$ cat config.mk
export PLATFORM = sky130hd
export DESIGN_NAME = gmln_div
export DESIGN_NICKNAME = d
export VERILOG_FILES = /design/src/rtl/core/gradient_magnitude_l1_normalize_top_assert.svh /design/src/rtl/core/gmln_pkg.sv /design/src/rtl/core/gmln_div.sv
export SDC_FILE = /design/constraint.sdc
export NUM_CORES = 1
export LEC_CHECK = 0
export BUFFER_PORTS_ARGS = -buffer_cell sky130_fd_sc_hd__buf_2
export CAP_MARGIN = 15
export CELL_PAD_IN_SITES_DETAIL_PLACEMENT = 0
export CELL_PAD_IN_SITES_GLOBAL_PLACEMENT = 2
export CORE_MARGIN = 1
export CORE_UTILIZATION = 25
export CTS_CLUSTER_DIAMETER = 80
export CTS_CLUSTER_SIZE = 30
export DETAILED_ROUTE_END_ITERATION = 7
export HOLD_SLACK_MARGIN = 0.1
export PLACE_DENSITY = 0.63
export SLEW_MARGIN = 20
export SYNTH_ARGS = -nofsm -noshare
export SYNTH_HDL_FRONTEND = slang
export SYNTH_SLANG_ARGS = --single-unit
$ cat constraint.sdc
create_clock -name clk -period 4.55 [get_ports clk]
set_clock_uncertainty 0.2 [all_clocks]
set_input_delay 0.2275 -clock clk [delete_from_list [all_inputs] [get_ports clk]]
set_output_delay 0.2275 -clock clk [all_outputs]
set_load 0.1 [all_outputs]
$ cat src/rtl/core/gradient_magnitude_l1_normalize_top_assert.svh
// Assertion macros for the gradient magnitude normalizer.
`ifndef GRADIENT_MAGNITUDE_L1_NORMALIZE_TOP_ASSERT_SVH
`define GRADIENT_MAGNITUDE_L1_NORMALIZE_TOP_ASSERT_SVH
`ifndef SYNTHESIS
`define GMLN_ASSERT_IMP(label, clk, rst_n, a, b) \
    label: assert property (@(posedge clk) disable iff (!rst_n) (a) |-> (b)) \
        else $error("gmln assertion failed");
`define GMLN_ASSERT_NXT(label, clk, rst_n, a, b) \
    label: assert property (@(posedge clk) disable iff (!rst_n) (a) |=> (b)) \
        else $error("gmln assertion failed");
`else
`define GMLN_ASSERT_IMP(label, clk, rst_n, a, b)
`define GMLN_ASSERT_NXT(label, clk, rst_n, a, b)
`endif
`endif

$ cat src/rtl/core/gmln_pkg.sv
// Shared types, widths and helpers for the gradient magnitude normalizer.
`timescale 1ns / 1ps
package gmln_pkg;

    localparam int MAX_PIXELS_DEF = 65536;

    localparam int GRAD_W = 16;
    localparam int MAG_W  = 17;
    localparam int PIX_W  = 8;
    localparam int IDX_W  = 16;
    // mag * 255 never exceeds 24 bits
    localparam int NUM_W  = MAG_W + PIX_W - 1;
    localparam int STEP_W = $clog2(PIX_W);

    localparam logic OP_LOAD  = 1'b0;
    localparam logic OP_FETCH = 1'b1;

    localparam logic [PIX_W-1:0] PIX_SCALE = 8'd255;

    typedef enum logic [1:0] {
        ST_IDLE,
        ST_READ,
        ST_DIV
    } gmln_state_t;

    function automatic logic [MAG_W-1:0] abs_grad(input logic [GRAD_W-1:0] v);
        logic [MAG_W-1:0] ext;
        ext = {v[GRAD_W-1], v};
        return v[GRAD_W-1] ? (MAG_W'(0) - ext) : ext;
    endfunction

endpackage

$ cat src/rtl/core/gmln_div.sv
// Restoring divider: floor(mag * 255 / peak), one quotient bit per cycle.
`timescale 1ns / 1ps
module gmln_div
    import gmln_pkg::*;
(
    input  logic             clk,
    input  logic             rst_n,
    input  logic             start,
    input  logic [MAG_W-1:0] mag,
    input  logic [MAG_W-1:0] peak,
    output logic             done,
    output logic [PIX_W-1:0] quotient
);

    logic [NUM_W-1:0]  num_reg;
    logic [NUM_W-1:0]  num_next;
    logic [NUM_W-1:0]  den_reg;
    logic [PIX_W-1:0]  quot_reg;
    logic [STEP_W-1:0] step_reg;
    logic              run_reg;
    logic              done_reg;
    logic [MAG_W-1:0]  peak_eff;
    logic              fits;

    // a zero peak divides as one
    assign peak_eff = (peak == '0) ? MAG_W'(1) : peak;
    assign fits     = (num_reg >= den_reg);
    assign num_next = fits ? (num_reg - den_reg) : num_reg;

    always_ff @(posedge clk or negedge rst_n)
    begin
        if (!rst_n)
        begin
            run_reg  <= 1'b0;
            done_reg <= 1'b0;
            step_reg <= '0;
        end
        else
        begin
            done_reg <= 1'b0;
            if (start)
            begin
                run_reg  <= 1'b1;
                step_reg <= STEP_W'(PIX_W - 1);
            end
            else if (run_reg)
            begin
                step_reg <= step_reg - 1'b1;
                if (step_reg == '0)
                begin
                    run_reg  <= 1'b0;
                    done_reg <= 1'b1;
                end
            end
        end
    end

    // mag never exceeds peak, so the quotient fits in PIX_W bits
    always_ff @(posedge clk)
    begin
        if (start)
        begin
            num_reg  <= NUM_W'(mag) * NUM_W'(PIX_SCALE);
            den_reg  <= NUM_W'({peak_eff, {(PIX_W - 1){1'b0}}});
            quot_reg <= '0;
        end
        else if (run_reg)
        begin
            num_reg  <= num_next;
            den_reg  <= den_reg >> 1;
            quot_reg <= {quot_reg[PIX_W-2:0], fits};
        end
    end

    assign done     = done_reg;
    assign quotient = quot_reg;

endmodule

== Word level (Yosys, flattened, before mapping) ==
Cells that the tools add are included.
Word-level totals
  memories: 0
  register bits after elaboration: 61
  input bits: 37
  bits in read-only memories: 0
  memory bits (writable): 0
  latch bits: 0
  logic and storage cells: 30
Cells by class
  magnitude comparators: 1
  shifts and indexed selects: 0
  bitwise logic cells: 0
  reductions and logical operators: 5
  equality and inequality tests: 0
  muxes and demuxes: 14
  div/mod/pow operators: 0
  $mul: 1
  add/sub/neg operators: 2
Operators by type and width (number)
  two-way mux 24 bit: 5
  >= comparator 24 bit: 1
  multiplier 17 x 8 -> 24 bit, second input constant: 1
  subtractor 24 bit: 1
  zero test 17 bit: 1
  two-way mux 17 bit: 1
  two-way mux 1 bit: 6
  two-way mux 3 bit: 2
  nonzero test 2 bit: 2
  zero test 3 bit: 1
  subtractor 3 x 1 -> 3 bit, second input constant: 1
  AND reduction 2 bit: 1

== Longest topological paths before layout ==
Gate-level depths: netlist of the first run.
  depth in word-level cells: 4
  gate-level depth with buffers: 17
  mapped depth without buffers: 16

== Worst setup path before layout of the first run ==
OpenSTA, ideal clock, no wires.
  path type: input port to flip-flop
  start: in mag[5]
  end: reg num_reg[20] (data pin)
  slack: -0.169 ns
  stages on the path: 16
  arrival: 4.250 ns
  cell sequence: inv_1 > fa_1 > inv_1 > fa_1 > fa_1 > inv_1 > fa_1 > inv_1 > ha_1 > and3_1 > a2111oi_4 > a21oi_2 > o31a_1 > a221oi_2 > xor2_1 > mux2i_1
Between the ends
  word-level cells in the longest chain between the ends: 2
Ends and longest elaborated chain
  from (decl): line gmln_div.sv:9  | input logic [MAG_W-1:0] mag,
  multiplier 17 x 8 -> 24 bit: line gmln_div.sv:63  | num_reg <= NUM_W'(mag) * NUM_W'(PIX_SCALE);
  two-way mux 24 bit: line gmln_div.sv:61  | if (start)
  to (signal assigned): line gmln_div.sv:63
  to (signal assigned): line gmln_div.sv:69  | num_reg <= num_next;
  to (decl): line gmln_div.sv:15  | logic [NUM_W-1:0] num_reg;
Every way passes these cells.
A chain may end at the register's enable or synchronous reset.

== Worst setup path after layout of the first run ==
  start: in mag[4]
  end: reg num_reg[16] (data pin)
Same word-level chain as after synthesis.

==> impl_metrics.toml, run 1 <==
[finish]
final_cell_mix = "inv_1 (148), buf_4 (92), fa_1 (75)"
nets = 1101
regArea_um2 = 1660
diodes = 0
fillers = 3069
instances_no_fill = 1310
layout_commonest_cell = "inv_1"
drive_gt1_frac = 0.216
area_growth_pct = 26.7
multi_input_area_um2 = 5080
finish.utilization = 0.321

[timing]
setup_violations = 0
rsz0062_at_grt = "true"
fin_crit_ns = 4.42
final-hold-violation-count = 0
slew_viol_final = 0
relSlewSlack = 0.350
post-route-period-util = 0.972
timing.fmax_ghz = 0.226
fin_setup_tns_ns = 0
worst_pin_slew_ns = 0.972

[route]
wire_per_inst_um = 13.7
drt_iter0_drc = 192
detail_route.drc_violations = 0
wl_mm = 17.9
vias = 5676
firstDrtPassIters = 4
via_per_inst = 4.33
antenna_left = 0

[logic_synthesis]
syn-instance-count = 777
yosysSeqAreaShare = 0.228
synth-async-reset-ratio = 0.0820
ys_types = 74
synth_edf_count = 41
syn-cell-area_um2 = 7280
ys.flop_type = "edfxtp_1"
synth_seq_cells = 61
avgSynthCellArea_um2 = 9.37
synth_warnings = 0
syn_nets = 957

[die]
fp.dieH_um = 173
die_w_um = 173
die_area_um2 = 29800
io_pins = 46
rows = 62
core_region_area_um2 = 28700
start_util = 0.254

[placed_design]
place_inst = 1272
hpwl_mm = 14.6
portBuffers = 45
place.gp.congestion = 0.799

[critical_path]
cp_data_arrival_time_ns = 4.29
crit_type = "input pin to flip-flop"
required_ns = 4.42
path_max_fanout = 5
startpoint_type = "input pin"
endpoint_kind = "flip-flop"

[flow_run]
drv_cap = 0

[clock_tree]
cts_buffer_depth = 2
path_clk_slew_ns = 0.06
cts_root_buf = "clkbuf_16"
clock-sinks = 61
cts_inserted_buffers = 9
cts-htree-levels = 3
tritoncts = "built"
clock_latency_ns = 0.33

[outcome]
outcome = "finished clean"

[global_routing]
antenna_found_initial = 0
grt_pass1_vias = 5987
grt_pass1_wl_mm = 30.4
overflow = 0
grtUsageTotal = 0.125
grt_max_degree = 58

[pwr]
power.leakage_nw = 4.39
vdd_drop_max_mv = 0.302
powerDensity_nw_per_um2 = 828

[hold_path]
hp-class = "input pin to flip-flop"
worst paths after layout:
check / from / to / slack, ns / cells past startpoint
max: mag[4] / num_reg[16] / 0.13 / 17
min: mag[0] / num_reg[0] / 0.15 / 4
max reg2reg: num_reg[0] / num_reg[4] / 1.22 / 11
min reg2reg: quotient[7] / quotient[7] / 0.30 / 2
max in group asynchronous: rst_n / done / 3.34 / 3
min in group asynchronous: rst_n / step_reg[2] / 0.61 / 3
synth_stat cells, types with 6 or more instances:
master,n,area (µm²)
a211oi_1,8,60.1
a21boi_0,6,45.0
a21o_1,20,150
a21oi_1,40,200
a22o_1,17,149
and3_1,7,43.8
clkbuf_1,18,67.6
dfxtp_1,15,300
edfxtp_1,41,1230
fa_1,76,1520
ha_1,67,838
inv_1,154,578
mux2i_1,18,180
nand2_1,45,169
nand2b_1,6,37.5
nand3_1,11,55.1
nor2_1,50,188
nor3_1,11,55.1
nor4_1,10,62.6
o21a_1,6,45.0
o21ai_0,32,160
xnor2_1,19,166
xor2_1,8,70.1
critical path, cell delays in order:
cell	delay (ns)
buf_6	0.07
clkinvlp_4	0.13
fa_1	0.54
inv_2	0.04
fa_1	0.44
fa_1	0.51
inv_2	0.04
fa_1	0.48
inv_2	0.04
ha_4	0.22
and3_4	0.19
a2111oi_4	0.37
a21oi_2	0.13
o31a_1	0.31
o41ai_2	0.24
xor2_1	0.20
mux2i_1	0.09
final cells by class:
class	count	area share
sequential	61	0.180
timing repair buffer	156	0.121
tap	384	0.0521
multi-input combinational	538	0.550
clock inverter	5	0.00298
inverter	155	0.0639
clock buffer	11	0.0298
stage by stage:
stage	hold slack, ns	worst slack, ns	instance area, µm²	power (mW)
after floorplan	-0.268	0.0250	7300	4.65
after global placement	-0.147	-0.283	8600	6.67
after detailed placement	-0.148	-0.312	8600	6.64
after CTS	0.145	0.0371	9090	7.39
after global routing	0.189	-0.0698	9230	8.48
final	0.147	0.128	9230	7.64
repair_timing:
item                                    4_1_cts  5_1_grt
hold endpoints to repair                     22        0
endpoints found under the setup margin        0        9
hold buffers                                 19        0
gates resized for setup                       0       21
setup buffers                                 0        3
routing by layer:
layer,GRT usage,wire length (µm)
met1,0.181,9350
met2,0.198,7920
met3,0.0154,470
met4,0.0257,132
met5,0,0
cell families after synthesis:
logic type | after synthesis | share of synthesized area
AND/OR/NAND/NOR | 175 | 0.120
flip-flops | 61 | 0.228
AO/OA/AOI/OAI | 174 | 0.177
adder cells (fa/ha/maj) | 143 | 0.324
XOR/XNOR | 27 | 0.0325
multiplexers | 19 | 0.0263
buffers and inverters | 178 | 0.0918
power by group:
group / internal, mW / total [mW] / leakage (nW) / switching, mW
combinational: 2.92 / 6.03 / 3.63 / 3.11
sequential: 0.849 / 0.913 / 0.608 / 0.0638
clock: 0.432 / 0.694 / 0.156 / 0.261
total: 4.20 / 7.64 / 4.39 / 3.44
Power figures use the tool's default switching activity.
==> run 2: changes to the inputs <==
--- a/config.mk
+++ b/config.mk
@@ -15,7 +15,7 @@
 export CTS_CLUSTER_SIZE = 30
 export DETAILED_ROUTE_END_ITERATION = 7
 export HOLD_SLACK_MARGIN = 0.1
-export PLACE_DENSITY = 0.63
+export PLACE_DENSITY = 0.57
 export SLEW_MARGIN = 20
 export SYNTH_ARGS = -nofsm -noshare
 export SYNTH_HDL_FRONTEND = slang
==> run 2 against run 1 <==
Register-to-register slack about the same. Fmax grew 0.93%. Worst hold slack gained 0.016 ns. Critical path depth is the same. First-iteration DRC count up 2.1%. Global-route usage rose by 0.29 points. Via count fell by 1.4%. Design area is 0.37% lower. Largest cell class unchanged. Highest routed layer unchanged.
==> impl_metrics.toml, run 2 (same netlist as run 1, synthesis figures left out) <==
[clock_tree]
tritoncts = "built"
clock_latency_ns = 0.33
cts_root_buf = "clkbuf_16"
cts_buffer_depth = 2
cts-htree-levels = 3
clock-sinks = 61
cts_inserted_buffers = 9
path_clk_slew_ns = 0.06

[hold_path]
worstHoldStart = "start"
hp-class = "input pin to flip-flop"

[timing]
setup_violations = 0
worst_slack_ns = 0.169
relSlewSlack = 0.352
rsz0062_at_grt = "true"
worst_pin_slew_ns = 0.969
final-hold-violation-count = 0
timing.fmax_ghz = 0.228
post-route-period-util = 0.963
fin_setup_tns_ns = 0
whs_ns = 0.163
fin_crit_ns = 4.38
slew_viol_final = 0

[route]
vias = 5596
drt_iter0_drc = 196
firstDrtPassIters = 4
via_per_inst = 4.29
detail_route.drc_violations = 0
antenna_left = 0
wl_mm = 18.2
wire_per_inst_um = 14.0

[finish]
final_cell_area_um2 = 9190
drive_gt1_frac = 0.209
instances_no_fill = 1304
final_cell_mix = "inv_1 (147), buf_4 (86), fa_1 (72)"
diodes = 0
layout_commonest_cell = "inv_1"
finish.utilization = 0.320
nets = 1095
area_growth_pct = 26.3

[placed_design]
place_inst = 1268
dp_slack_ns = -0.315
placed_cell_area_um2 = 8570
portBuffers = 45
hpwl_mm = 15.1
place.gp.congestion = 0.780

[die]
core_region_area_um2 = 28700
rows = 62
die_w_um = 173
io_pins = 46
die_area_um2 = 29800
fp.dieH_um = 173
start_util = 0.254

[critical_path]
regToRegStartpoint = "num_reg[0]"
path_max_fanout = 5
cp_data_arrival_time_ns = 4.25
endpoint_kind = "flip-flop"
startpoint_type = "input pin"
crit_type = "input pin to flip-flop"
critical_path.startpoint = "mag[4]"
required_ns = 4.42

[global_routing]
grt_max_degree = 45
antenna_found_initial = 0
grt_pass1_vias = 6047
grt_pass1_wl_mm = 30.9
overflow = 0
grtUsageTotal = 0.128

[pwr]
power.leakage_nw = 4.37
powerDensity_nw_per_um2 = 822
seq_power_share = 0.121
power_frac_comb = 0.777
total_power_mw = 7.56
p_clk_frac = 0.102
power_switching_share = 0.450
internal_power_mw = 4.16
switchingPower_mw = 3.40
vdd_drop_max_mv = 0.317

[flow_run]
drv_cap = 0

[outcome]
outcome = "finished clean"
[run 2: cell type report]
| class | instances | area, µm² |
|---|---|---|
| clock buffer | 13 | 325 |
| clock inverter | 3 | 26.3 |
| fill | 3101 | 19500 |
| inverter | 155 | 589 |
| multi-input combinational | 538 | 5040 |
| sequential | 61 | 1660 |
| tap | 384 | 480 |
| timing repair buffer | 150 | 1070 |
[run 2: final timing paths]
path                               end  slack, ns  depth (start not counted)
max                        num_reg[16]       0.17                         17
min                        step_reg[1]       0.16                          3
max reg2reg                 num_reg[1]       1.22                         11
min reg2reg                step_reg[1]       0.31                          2
max in group asynchronous         done       3.33                          3
min in group asynchronous  step_reg[2]       0.62                          3
[run 2: critical path: stages]
cell	delay (ns)
buf_6	0.07
clkinvlp_4	0.14
fa_1	0.54
inv_2	0.05
fa_1	0.44
fa_1	0.50
inv_2	0.04
fa_1	0.48
inv_2	0.04
ha_4	0.22
and3_4	0.19
a2111oi_4	0.35
a21oi_2	0.13
o31a_1	0.31
o41ai_2	0.24
xor2_1	0.18
mux2i_1	0.08
[run 2: per-layer routing]
metal | track usage | up-vias | routed length (µm) | share of wire
li1 | - | 2923 | - | -
met1 | 0.182 | 2607 | 9560 | 0.53
met2 | 0.209 | 57 | 8230 | 0.45
met3 | 0.0119 | 9 | 261 | 0.014
met4 | 0.0275 | 0 | 163 | 0.0089
met5 | 0 | - | 0 | 0
[run 2: power by group through the flow]
stage	registers, mW	logic (mW)	clock network (mW)
6_report	0.914	5.87	0.774
3_3_place_gp	0.927	5.79	0
2_1_floorplan	0.953	3.70	0
5_1_grt	0.928	6.65	0.824
4_1_cts	0.915	5.80	0.797
3_5_place_dp	0.924	5.75	0
[run 2: repair_timing]
action	CTS	global route
hold buffers	19	0
buffers inserted	0	2
endpoints found under the hold margin	22	0
gates resized for setup	0	20
endpoints found under the setup margin	0	8
